File: config.mk
export PLATFORM = sky130hd
export DESIGN_NAME = vtpr_queue
export DESIGN_NICKNAME = d
export VERILOG_FILES = /design/src/hw/rtl/vtpr_pkg.sv /design/src/hw/rtl/vtpr_queue.sv
export SDC_FILE = /design/constraint.sdc
export NUM_CORES = 1
export LEC_CHECK = 0
export ABC_AREA = 1
export BUFFER_PORTS_ARGS = -buffer_cell sky130_fd_sc_hd__buf_2
export CAP_MARGIN = 25
export CORE_ASPECT_RATIO = 0.9
export CORE_UTILIZATION = 49
export DETAILED_ROUTE_END_ITERATION = 10
export PLACE_DENSITY = 0.82
export REMOVE_ABC_BUFFERS = 1
export SYNTH_ARGS = -nofsm -noshare
export SYNTH_HDL_FRONTEND = slang
export SYNTH_SLANG_ARGS = --single-unit
File: constraint.sdc
create_clock -name clk -period 1.8 [get_ports clk]
set_input_delay 0.27 -clock clk [delete_from_list [all_inputs] [get_ports clk]]
set_output_delay 0.27 -clock clk [all_outputs]
set_load 0.03 [all_outputs]
File: src/hw/rtl/vtpr_pkg.sv
// Shared types, constants and elaboration-time helpers for the virtual texture
// page request block. Depends on nothing; every other file but vtpr_ram imports it.
`timescale 1ns / 1ps

package vtpr_pkg;

  // Default geometry, handed to the top-level parameters.
  localparam int unsigned BASE_TILES_DEF    = 1024;
  localparam int unsigned LEVELS_DEF        = 11;
  localparam int unsigned PAGES_PER_ROW_DEF = 32;
  localparam int unsigned CACHE_PAGES_DEF   = 1024;
  localparam int unsigned QUEUE_DEPTH_DEF   = 2;

  // Fixed field widths.
  localparam int WORD_W   = 64;
  localparam int LEVEL_W  = 4;
  localparam int COORD_W  = 8;
  localparam int ENTRY_W  = 20;
  localparam int PNUM_W   = 10;
  localparam int SRC_W    = 28;
  localparam int EPOCH_W  = 8;

  // Source address layout: level from bit 24 up, rows 4096 apart.
  localparam int SRC_LEVEL_SHIFT = 24;
  localparam int SRC_ROW_SHIFT   = 12;

  typedef enum logic [1:0] {
    CMD_FEEDBACK = 2'd0,
    CMD_FRAME    = 2'd1,
    CMD_READ     = 2'd2,
    CMD_UNUSED   = 2'd3
  } cmd_t;

  typedef enum logic [1:0] {
    KIND_LOAD = 2'd0,
    KIND_READ = 2'd1,
    KIND_FULL = 2'd2
  } kind_t;

  typedef struct packed {
    cmd_t              command;
    logic [WORD_W-1:0] feedback_word;
  } in_item_t;

  typedef struct packed {
    kind_t              result_kind;
    logic [ENTRY_W-1:0] page_entry;
    logic               entry_empty;
    logic [PNUM_W-1:0]  page_number;
    logic [SRC_W-1:0]   source_address;
  } out_item_t;

  // Number of table entries: one per tile of every level, plus one spare.
  function automatic longint unsigned table_depth(int unsigned base_tiles);
    longint unsigned b;
    b = longint'(base_tiles);
    return b * b * 4 / 3 + 1;
  endfunction

  // First table slot of a level: the tile counts of all lower-indexed (finer) levels.
  function automatic longint unsigned level_base(int unsigned base_tiles, int unsigned lvl);
    longint unsigned acc;
    longint unsigned s;
    acc = 0;
    for (int unsigned k = 0; k < lvl; k++) begin
      s   = longint'(base_tiles) >> k;
      acc = acc + s * s;
    end
    return acc;
  endfunction

endpackage

File: src/hw/rtl/vtpr_queue.sv
// Short FIFO of decoded requests between the front and back ends.
// Depends on vtpr_pkg for its default depth.
`timescale 1ns / 1ps

module vtpr_queue #(
  parameter int unsigned WIDTH = 8,
  parameter int unsigned DEPTH = vtpr_pkg::QUEUE_DEPTH_DEF
) (
  input  logic             clk,
  input  logic             rst_n,
  input  logic             push,
  input  logic [WIDTH-1:0] push_data,
  input  logic             pop,
  output logic [WIDTH-1:0] head_data,
  output logic             empty,
  output logic             full
);

  import vtpr_pkg::*;

  localparam int PTR_W = (DEPTH > 1) ? $clog2(DEPTH) : 1;
  localparam int CNT_W = $clog2(DEPTH + 1);

  logic [WIDTH-1:0] slots_r [DEPTH];
  logic [PTR_W-1:0] wr_ptr_r, wr_ptr_nxt;
  logic [PTR_W-1:0] rd_ptr_r, rd_ptr_nxt;
  logic [CNT_W-1:0] count_r, count_nxt;
  logic             do_push;
  logic             do_pop;

  assign empty     = (count_r == '0);
  assign full      = (count_r == CNT_W'(DEPTH));
  assign do_push   = push && !full;
  assign do_pop    = pop && !empty;
  assign head_data = slots_r[rd_ptr_r];

  always_comb begin
    wr_ptr_nxt = wr_ptr_r;
    rd_ptr_nxt = rd_ptr_r;
    count_nxt  = count_r;
    if (do_push) begin
      wr_ptr_nxt = (wr_ptr_r == PTR_W'(DEPTH - 1)) ? '0 : wr_ptr_r + 1'b1;
    end
    if (do_pop) begin
      rd_ptr_nxt = (rd_ptr_r == PTR_W'(DEPTH - 1)) ? '0 : rd_ptr_r + 1'b1;
    end
    if (do_push && !do_pop) begin
      count_nxt = count_r + 1'b1;
    end else if (do_pop && !do_push) begin
      count_nxt = count_r - 1'b1;
    end
  end

  always_ff @(posedge clk) begin
    if (!rst_n) begin
      wr_ptr_r <= '0;
      rd_ptr_r <= '0;
      count_r  <= '0;
    end else begin
      wr_ptr_r <= wr_ptr_nxt;
      rd_ptr_r <= rd_ptr_nxt;
      count_r  <= count_nxt;
    end
  end

  always_ff @(posedge clk) begin
    if (do_push) begin
      slots_r[wr_ptr_r] <= push_data;
    end
  end

endmodule

# After elaboration in Yosys (flattened, before gate mapping)
# Memories as Yosys holds them, arrays and structs flattened. A register that Yosys moved wholly into a read port is not among the register bits.
# Index checks and enable logic that the tools add are counted.
classes:
  addsub: 4
  multipliers: 0
  div: 0
  order_cmp: 0
  n_eq_ne: 1
  shift: 0
  mux: 8
  bitwise_logic: 0
  reduce_logical: 10
ops:
  columns: ["operator", "n"]
  rows:
  - ["$mux 1", 6]
  - ["$logic_and 1x1->1", 4]
  - ["$logic_not 1->1", 4]
  - ["$mux 2", 2]
  - ["$add 1x1->1 const B", 2]
  - ["$add 2x1->2 const B", 1]
  - ["$eq 2x2->1 const B", 1]
  - ["$logic_not 2->1", 1]
  - ["$reduce_bool 2->1", 1]
  - ["$sub 2x1->2 const B", 1]
word_totals:
  regBits: 4
  latchBits: 0
  ram_bits: 16
  romBits: 0
  inputBits: 12
  word_cells: 27
  memories: 1
mem_list:
  columns: ["name", "words", "width", "read_ports", "rd_clocked_by_memory_dff", "wr", "line_no", "text"]
  rows:
  - ["slots_r", 2, 8, 1, 1, 1, "vtpr_queue.sv:24", "logic [WIDTH-1:0] slots_r [DEPTH];"]

# Depth between registers and ports, before layout
depth:
  depth_word: 7
  mapped_depth: 10
  depth_no_buf: 10

# Worst setup path after synthesis
# No wires, ideal clock.
synth_timing:
  path_kind: "reg2reg"
  from: "register count_r[0]"
  to: "register count_r[1]"
  setup_ns: 0.064
  t_arrival_ns: 1.487
  required_ns: 1.736
  setup_slack_ns: 0.249
  stages_incl_launch_ff: 10
  period_less_slack_ns: 1.551
  path_cell_list: "dfxtp_1 -> nor2_1 -> nor2_2 -> inv_1 -> ha_1 -> inv_1 -> nand3_1 -> nand2_1 -> inv_1 -> nor2_1"
synth_between:
  elab_chain_cells: 6
  elab_cells_between_ends: 15
  cone_classes: "2 x add/sub; 1 x eq/ne; 2 x mux; 10 x reduce/logical"
synth_rtl:
  columns: ["item", "line_no", "text"]
  rows:
  - ["start, declared", "vtpr_queue.sv:27", "logic [CNT_W-1:0] count_r, count_nxt;"]
  - ["start signal, assigned", "vtpr_queue.sv:62", "count_r <= count_nxt;"]
  - ["$logic_not 2->1 (*)", "vtpr_queue.sv:31", "assign empty = (count_r == '0);"]
  - ["via empty", "vtpr_queue.sv:15", "output logic empty,"]
  - ["$logic_not 1->1 (*)", "vtpr_queue.sv:34", "assign do_pop = pop && !empty;"]
  - ["$logic_and 1x1->1 (*)", "vtpr_queue.sv:34", null]
  - ["$logic_not 1->1", "vtpr_queue.sv:47", "if (do_push && !do_pop) begin"]
  - ["$logic_and 1x1->1", "vtpr_queue.sv:47", null]
  - ["$mux 2 / $reduce_bool 2->1 (equally long branches)", null, null]
# The timed path passes the listed nets; every way through them passes the cells marked *. The select of a mux whose other input is x is not followed.
# A chain may end at the register's enable or synchronous reset.

==> metrics.cfg <==
[logic_synthesis]
avgSynthCellArea_sq_um=13.1
synth_area_sq_um=823
synthCells=63
async_reset_ff_frac=0
ys_top_cells_by_area=edfxtp_1, dfxtp_1, mux2_2
yosys-top-cells-count=edfxtp_1, nor2_1, inv_1, mux2_2, nand2_1
synth_cell_types=15
synthFlopType=edfxtp_1
synth_edf_count=16
synth.top_cell.area_share=0.584
synth.most_common_cell=edfxtp_1
yosys_register_bits=21
synth.yosys.seq_area_share=0.705
yosysTopAreaCell=edfxtp_1
yosys_warnings=0

[critical_path]
arrival_ns=1.39
cp-start-kind=flop
cp.required_ns=1.53
reg2reg_slack_ns=0.33
crit_type=flop to output port
critPathCaptureType=output port
crit_fanout=8
rr_worst_depth=6

[drt]
drtAntennaViolNets=0
viasPerCell=4.88
vias=542
drtIter0Drc=10
drc=1
wl_per_cell_um=12.0
drt_wl_total_um=1330
firstDrtPassIters=7

[timing]
rsz0062_at_grt=no
fin_worst_skew_ns=0.000712
finalSetupViolations=0
worst_slack_ns=0.138
fin_crit_sh=0.923
hold_viol_final=0
maxSlewHeadroom=0.762
setup_tns_ns=0
final.min_clock_period_ns=1.66
tightest_slew_ns=0.356
drv_slew=0
max_freq_ghz=0.602

[die]
core_area_sq_um=1510
io_pins=22
die_area_sq_um=1850
initial_core_util=0.544
num_rows=13
die_h_um=40.9
dieWidth_um=45.2

[run]
maxCapViolCount=0

[status]
outcome=complete, but fails checks
violations=design-rule violations

[cts]
htree_levels=1
cts_tree=built
cts.sinks=21
ctsHoldBuffers=0
cts_resized=0
cts_buffer_depth=2
root_buffer=clkbuf_4
clkTransAtPathRegs_ns=0.11
cts_setup_buffers=0
cts_buffers=3
clock_latency_ns=0.29

[power_and_ir_drop]
peakVddDrop_uv=936
p_int_uw=889
switching_power_uw=532
p_leak_uw=0.000418
combPwrFrac=0.373
powerDensity_nw_per_um2=1430
seqPwrFrac=0.477
switching_share=0.374
p_clk_frac=0.150

[global_routing]
overflow=0
antenna_found_initial=0
track_usage=0.155
grt_max_degree=12
grt_pass1_vias=489
grt_pass1_wl_um=1860

[place]
pre_cts_ws_ns=0.359
routabilityCongestion=0.655
place_area_sq_um=966
hpwl_um=1050
port_buffers=21

[hold_path]
hold_class=input port to flop
hold_path_depth=1

[final_layout]
drive_gt1_frac=0.416
fillers=124
area_growth_pct=20.5
final_cell_area_sq_um=992
nets=103
diodes=0

-- power groups by stage --
stage / clock, uW / sequential (uW) / combinational (uW)
3_3_place_gp: 0 / 683 / 507
2_1_floorplan: 0 / 673 / 392
3_5_place_dp: 0 / 690 / 536
4_1_cts: 217 / 679 / 538
6_report: 214 / 677 / 530
5_1_grt: 242 / 689 / 574
-- cell usage in the layout, fill, tap and decap left out, types with 2 or more instances in the layout --
cell	n
o21ai_0	2
inv_1	8
mux2_2	8
edfxtp_1	16
buf_2	21
buf_4	2
clkbuf_4	3
nand2_1	6
nor2_1	10
dfxtp_1	5
-- flip-flops by register name, indices dropped and copies added, names as in the netlist, named ones only --
register and cells:
wr_ptr_r 1, rd_ptr_r 1, count_r 2, slots_r 16
-- stage by stage --
stage	total power, uW	util	hold WS (ns)	instances
final	1420	0.656	0.161	111
after global placement	1190	0.639	0.459	107
after floorplan	1070	-	0.369	62
after global routing	1500	0.656	0.143	111
after detailed placement	1230	0.639	0.462	107
after CTS	1430	0.656	0.158	111
-- worst max-delay path, stage by stage, from the launching register on --
cell and delay, ns:
dfxtp_1 0.55, mux2_2 0.38, buf_2 0.18
-- area by class of cell --
class | instances | area, sq um | share of cell area
sequential | 21 | 581 | 0.585
clock buffer | 4 | 26.3 | 0.0265
timing repair buffer | 23 | 120 | 0.121
multi-input combinational | 32 | 204 | 0.206
inverter | 9 | 33.8 | 0.0340
tap | 22 | 27.5 | 0.0277
-- layer usage --
metal / part of all wire / vias up / GRT usage
li1: - / 267 / -
met1: 0.38 / 258 / 0.153
met2: 0.55 / 15 / 0.297
met3: 0.054 / 2 / 0.0441
met4: 0.013 / 0 / 0.0909
met5: 0 / - / 0
-- logic make-up after synthesis --
logic type,Yosys count,share of synthesized area
flops,21,0.705
simple gates,19,0.0942
buf+inv,10,0.0471
mux,8,0.109
compound gates,4,0.0289
fa+ha+maj,1,0.0152
-- final timing paths --
check,from,end
worst max-delay path,flop,head_data[0]
worst min-delay path,push_data[3],slots_r[1][3]$_DFFE_PP_
worst max register to register,count_r[1]$_SDFFE_PN0P_,count_r[0]$_SDFFE_PN0P_
worst min register to register,rd_ptr_r$_SDFFE_PN0P_,flop
Note: power is estimated with default switching activity, not from simulation.
