### src/hw/rtl/vtpr_pkg.sv
// Shared types, constants and elaboration-time helpers for the virtual texture
// page request block. Depends on nothing; every other file but vtpr_ram imports it.
`timescale 1ns / 1ps

package vtpr_pkg;

  // Default geometry, handed to the top-level parameters.
  localparam int unsigned BASE_TILES_DEF    = 1024;
  localparam int unsigned LEVELS_DEF        = 11;
  localparam int unsigned PAGES_PER_ROW_DEF = 32;
  localparam int unsigned CACHE_PAGES_DEF   = 1024;
  localparam int unsigned QUEUE_DEPTH_DEF   = 2;

  // Fixed field widths.
  localparam int WORD_W   = 64;
  localparam int LEVEL_W  = 4;
  localparam int COORD_W  = 8;
  localparam int ENTRY_W  = 20;
  localparam int PNUM_W   = 10;
  localparam int SRC_W    = 28;
  localparam int EPOCH_W  = 8;

  // Source address layout: level from bit 24 up, rows 4096 apart.
  localparam int SRC_LEVEL_SHIFT = 24;
  localparam int SRC_ROW_SHIFT   = 12;

  typedef enum logic [1:0] {
    CMD_FEEDBACK = 2'd0,
    CMD_FRAME    = 2'd1,
    CMD_READ     = 2'd2,
    CMD_UNUSED   = 2'd3
  } cmd_t;

  typedef enum logic [1:0] {
    KIND_LOAD = 2'd0,
    KIND_READ = 2'd1,
    KIND_FULL = 2'd2
  } kind_t;

  typedef struct packed {
    cmd_t              command;
    logic [WORD_W-1:0] feedback_word;
  } in_item_t;

  typedef struct packed {
    kind_t              result_kind;
    logic [ENTRY_W-1:0] page_entry;
    logic               entry_empty;
    logic [PNUM_W-1:0]  page_number;
    logic [SRC_W-1:0]   source_address;
  } out_item_t;

  // Number of table entries: one per tile of every level, plus one spare.
  function automatic longint unsigned table_depth(int unsigned base_tiles);
    longint unsigned b;
    b = longint'(base_tiles);
    return b * b * 4 / 3 + 1;
  endfunction

  // First table slot of a level: the tile counts of all lower-indexed (finer) levels.
  function automatic longint unsigned level_base(int unsigned base_tiles, int unsigned lvl);
    longint unsigned acc;
    longint unsigned s;
    acc = 0;
    for (int unsigned k = 0; k < lvl; k++) begin
      s   = longint'(base_tiles) >> k;
      acc = acc + s * s;
    end
    return acc;
  endfunction

endpackage

### src/hw/rtl/vtpr_front.sv
// Front end: decodes a command and feedback word, range-checks the tile and
// computes its table slot and source address. Depends on vtpr_pkg.
`timescale 1ns / 1ps

module vtpr_front #(
  parameter int unsigned     BASE_TILES  = vtpr_pkg::BASE_TILES_DEF,
  parameter int unsigned     LEVELS      = vtpr_pkg::LEVELS_DEF,
  localparam longint unsigned TABLE_DEPTH = vtpr_pkg::table_depth(BASE_TILES),
  localparam int             SLOT_W      = $clog2(TABLE_DEPTH),
  localparam int             ITEM_W      = 2 + SLOT_W + vtpr_pkg::LEVEL_W + vtpr_pkg::SRC_W
) (
  input  vtpr_pkg::in_item_t in_data,
  output logic               keep,
  output logic [ITEM_W-1:0]  item
);

  import vtpr_pkg::*;

  localparam int TILE_W = $clog2(BASE_TILES + 1);

  typedef struct packed {
    cmd_t               op;
    logic [SLOT_W-1:0]  slot;
    logic [LEVEL_W-1:0] level;
    logic [SRC_W-1:0]   src;
  } item_t;

  logic [SLOT_W-1:0]   lvl_base [2**LEVEL_W];
  logic [15:0]         lvl16;
  logic [15:0]         x16;
  logic [15:0]         y16;
  logic [LEVEL_W-1:0]  lvl;
  logic [TILE_W-1:0]   size_v;
  logic [TILE_W-1:0]   x_t;
  logic [TILE_W-1:0]   y_t;
  logic [2*TILE_W-1:0] row_off;
  logic                is_empty;
  logic                in_range;
  item_t               item_s;

  for (genvar g = 0; g < 2**LEVEL_W; g++) begin : g_base
    assign lvl_base[g] = SLOT_W'(level_base(BASE_TILES, g));
  end

  assign lvl16    = in_data.feedback_word[63:48];
  assign x16      = in_data.feedback_word[47:32];
  assign y16      = in_data.feedback_word[31:16];
  assign lvl      = lvl16[LEVEL_W-1:0];
  assign size_v   = TILE_W'(BASE_TILES) >> lvl;
  assign x_t      = x16[TILE_W-1:0];
  assign y_t      = y16[TILE_W-1:0];
  assign row_off  = y_t * size_v;
  assign is_empty = (in_data.feedback_word == '1);
  assign in_range = (lvl16 < 16'(LEVELS)) && (x16 < 16'(size_v)) && (y16 < 16'(size_v));

  always_comb begin
    item_s.op    = in_data.command;
    item_s.slot  = lvl_base[lvl] + SLOT_W'(x_t) + SLOT_W'(row_off);
    item_s.level = lvl;
    item_s.src   = (SRC_W'(lvl) << SRC_LEVEL_SHIFT)
                 | (SRC_W'(x16) + (SRC_W'(y16) << SRC_ROW_SHIFT));
    case (in_data.command)
      CMD_FRAME:              keep = 1'b1;
      CMD_FEEDBACK, CMD_READ: keep = !is_empty && in_range;
      default:                keep = 1'b0;
    endcase
  end

  assign item = item_s;

endmodule

### config.mk
export PLATFORM = sky130hd
export DESIGN_NAME = vtpr_front
export DESIGN_NICKNAME = d
export VERILOG_FILES = /design/src/hw/rtl/vtpr_pkg.sv /design/src/hw/rtl/vtpr_front.sv
export SDC_FILE = /design/constraint.sdc
export NUM_CORES = 1
export LEC_CHECK = 0
export BUFFER_PORTS_ARGS = -buffer_cell sky130_fd_sc_hd__buf_2
export CAP_MARGIN = 20
export CORE_ASPECT_RATIO = 1.5
export CORE_UTILIZATION = 35
export DETAILED_ROUTE_END_ITERATION = 12
export PLACE_DENSITY = 0.56
export SYNTH_ARGS = -nofsm -noshare
export SYNTH_HDL_FRONTEND = slang
export SYNTH_SLANG_ARGS = --single-unit
### constraint.sdc
create_clock -name vclk -period 22.3
set_clock_uncertainty 0.2 [all_clocks]
set_input_delay 4.46 -clock vclk [all_inputs]
set_output_delay 4.46 -clock vclk [all_outputs]
set_load 0.03 [all_outputs]
# Word-level counts from Yosys, hierarchy flattened
# Memories as Yosys holds them, arrays and structs flattened.
# Index checks and enable logic that the tools add are counted.
[totals]
regBits = 0
rom_bits = 336
inputBits = 66
output_inout_bits = 56
word_cells = 24
memories = 1
[classes]
add_sub_neg = 3
multipliers = 1
n_lt_le_gt_ge = 4
eq_ne = 3
shifts = 1
mux = 3
bitwise_logic = 2
reduce_logical = 6
[mem_list]
columns = ["memory", "depth", "width", "rd", "rd_clocked_by_memory_dff", "write_ports", "line", "text"]
rows = [
  ["(no name shown)", 16, 21, 1, 0, 0, "vtpr_front.sv:58", "item_s.slot = lvl_base[lvl] + SLOT_W'(x_t) + SLOT_W'(row_off);"],
]
[op_table]
columns = ["cell", "count"]
rows = [
  ["$eq 64x64->1 const B", 1],
  ["$mux 21", 2],
  ["$lt 16x11->1", 2],
  ["$add 16x28->28", 1],
  ["$or 28x28->28", 1],
  ["$add 21x11->21", 1],
  ["$add 21x21->21", 1],
  ["$mul 11x11->21", 1],
  ["$lt 16x4->1 const B", 1],
  ["$shr 11x4->11 const A", 1],
  ["$ge 5x5->1 const B", 1],
  ["$not 4->5", 1],
  ["$logic_and 1x1->1", 3],
  ["$eq 2x1->1 const B", 1],
  ["$eq 2x2->1 const B", 1],
  ["$logic_not 2->1", 1],
  ["$pmux 1 s2", 1],
  ["$reduce_or 2->1", 1],
  ["$logic_not 1->1", 1],
]

# Depth between registers and ports, before layout
[logic_depth]
ltp_word = 6
depth_mapped = 25
ltp_nobuf = 22

# Worst setup path after synthesis
# No wires, ideal clock.
[synth_timing]
path_type = "in2out"
start = "in in_data[50] (netlist name)"
end = "out item[51]"
t_arrival_ps = 9901
required_time_ps = 17640
slack_ps = 7739
stages = 21
n_path_buf = 2
path_cell_list = "clkbuf_1 > nand2_1 > nor3_1 > clkbuf_1 > ha_1 > inv_1 > fa_1 > inv_1 > fa_1 > fa_1 > inv_1 > fa_1 > fa_1 > inv_1 > ha_1 > or2_1 > a21o_1 > a31o_1 > a21bo_1 > a311oi_2 > xnor2_1"
[synth_between]
elab_chain_cells = 6
elab_cells_between_ends = 8
classes_between = "add/sub: 2; mul: 1; shift: 1; mux: 2; bitwise: 1; memory: 1"
[synth_rtl]
columns = ["element", "line", "text"]
rows = [
  ["start, declared", "vtpr_front.sv:12", "input vtpr_pkg::in_item_t in_data,"],
  ["branches (longest 5 deep; another with $mul 11x11->21)", "n/a", ""],
  ["$add 21x21->21 *", "vtpr_front.sv:58", ""],
  ["end, declared", "vtpr_front.sv:14", "output logic [ITEM_W-1:0] item"],
]
# Every way passes the cells marked *. The select of a mux whose other input is x is not followed.

# Worst setup path in the final report
[layout_timing]
start = "in in_data[51] (netlist name)"
end = "out item[52]"
# The elaborated chain is that of the path after synthesis.

==> run summary <==
design area: 6440 um^2
number of hold buffers added after CTS: 0
post-CTS sizing: 0
Clk network pwr share: 0%
Place WS: 6.78 ns
num sequential: 0
FF/Latch Area: 0 um^2
die footprint: 17,200 um^2
WP data required: 17.64 ns
combinational share of power: 100.0%
largest family of logic cells by synthesized area: adder cells
placed cell area: 6440 um^2
FMAX: 64.7 MHz
# diodes: 0
area leader, netlist: fa_1
Worst Path Arrival: 10.79 ns
crit path max fanout: 13
most frequent standard cell in the layout excluding fill and tap cells: inv_1
HPWL Detailed: 12,600 um
core footprint: 16,300 um^2
setup tns final: 0 ns
Yosys top cell area share: 34.6%
Post-Synth Simple-Gate Area: 17.1%
I/O pin total: 122
synthesized cell area: 5840 um^2
Die X: 107 um
mux cell area share after synthesis: 0%
Synth cell types: 47
CP Capture Type: output pin
routed len/inst: 15.0 um
Slew @ Worst Pin: 0.997 ns
initial antenna violation count: 0
routed wire length: 14,800 um
first-pass GRT wire length: 24,500 um
Max transition margin: 33.3%
Post-Synth XOR/XNOR Area: 5.25%
DR iter-0 viols: 156
CP Class: in2out
Avg Cell Area, Syn: 8.21 um^2
GRT Overall Usage: 18.1%
final-layout clock buffer total: 0
starting density of the core: 35.9%
unrepaired setup endpoints after global routing: false
DP Cell Count: 986
final period utilization: 69.3%
Seq/Total Area, Yosys: 0%
Port-buffer cells: 106
crit path time final: 15.45 ns
post-synthesis cell count: 711
worst hold path class: in2out
Setup Buffers After CTS: 0
most frequent cells in the layout: inv_1, buf_2, fa_1, ha_1, nand2_1
setup ws final: 6.85 ns
vias in the first global route: 4,944
die height: 160 um
# DRC: 0
Max rail drop VDD: 0.0194 mV
sequential share of power: 0%
antenna-violating nets left: 0
switching part of the total power: 65.5%
Power Density: 29.3 nW/um^2
final setup violation count: 0
# nets final: 1,044
P&R area growth vs syn: 10.2%
max-cap viol count: 0
syn_nets: 973
pin count of the biggest net entering global routing: 22
compound-gate portion of the synthesized area: 7.73%
sw power: 0.124 mW
yosys warns: 0
Slew Limit Fails: 0
Hold Vio Cnt, Final: 0
routability congestion estimate: 0.841
DR vias/cell: 4.84
Via Count: 4,773
top cells by area, synth: fa_1, ha_1, inv_1
Cell Count, Final, Fillers Out: 986
layout cell share with drive strength beyond 1: 15.1%
leakage: 3.49 nW
drt pass-1 iters: 4
Internal Power: 0.0652 mW
critical path startpoint category: input port
final global-route overflow total: 0
Rows: 57
total power draw: 0.189 mW
status: completed
Post-Synth Adder-Cell Area: 55.0%
[logic make-up after synthesis]
group / count (synthesis)
compound gates: 69
xor+xnor: 35
fa+ha+maj: 196
buf+inv: 213
simple gates: 198
[metal layers]
| metal | GRT usage [%] | wire, um |
|---|---|---|
| met1 | 22.2 | 5880 |
| met4 | 4.55 | 421 |
| met5 | 0 | 0 |
| met2 | 33.9 | 8140 |
| met3 | 0.735 | 354 |
[final cells by class]
| cell class | count | area, um^2 |
|---|---|---|
| fill | 1757 | 9820 |
| multi-input combinational | 498 | 4970 |
| inverter | 172 | 646 |
| timing repair buffer | 110 | 561 |
| tap | 206 | 258 |
[power by group through the flow]
stage	Sequential (mW)	Combinational, mW	Clock, mW
after floorplan	0	0.142	0
after global placement	0	0.191	0
after detailed placement	0	0.192	0
after CTS	0	0.193	0
after global routing	0	0.212	0
final	0	0.189	0
[Yosys cell counts, types with 2 or more instances]
| cell type | n |
|---|---|
| inv_1 | 172 |
| fa_1 | 101 |
| ha_1 | 95 |
| nand2_1 | 72 |
| and2_1 | 37 |
| nor2_1 | 27 |
| xnor2_1 | 23 |
| a21oi_1 | 22 |
| clkbuf_1 | 20 |
| buf_4 | 19 |
| xor2_1 | 12 |
| and3_1 | 11 |
| o21ai_0 | 11 |
| nand3_1 | 10 |
| nor3_1 | 9 |
| a21o_1 | 8 |
| nand2b_1 | 7 |
| nor4_1 | 7 |
| nor2b_1 | 5 |
| o21a_1 | 4 |
| a31oi_1 | 3 |
| o211ai_1 | 3 |
| a2111oi_0 | 2 |
| a211oi_1 | 2 |
| a21boi_0 | 2 |
| a41oi_1 | 2 |
| and4_1 | 2 |
| buf_1 | 2 |
| o31ai_1 | 2 |
| or4_1 | 2 |
[per-stage QoR]
step | utilization (%) | hold slack [ns]
6_report | 39.6 | 8.99
5_1_grt | 39.6 | 9.00
4_1_cts | 39.6 | 8.99
3_5_place_dp | 39.6 | 8.99
3_3_place_gp | 39.6 | 8.99
2_1_floorplan | - | 8.85
[worst max-delay path: stages]
cell	delay, ns
buf_2	0.19
nor2_1	0.28
inv_1	0.17
nor2_1	0.42
and2_1	0.32
nand2_1	0.12
fa_1	0.50
fa_1	0.59
inv_1	0.07
fa_1	0.52
fa_1	0.54
inv_1	0.05
fa_1	0.53
inv_1	0.05
ha_1	0.37
nand3_1	0.13
nor4_1	0.46
o21ai_0	0.27
a31oi_1	0.24
nor2_1	0.12
xnor2_1	0.17
buf_2	0.21
[worst paths after layout]
path	slack, ns	cells past startpoint	startpoint	end
max	6.85	22	in_data[51]	item[52]
min	8.99	2	in_data[65]	item[54]
Note: power is estimated with default switching activity, not from simulation.
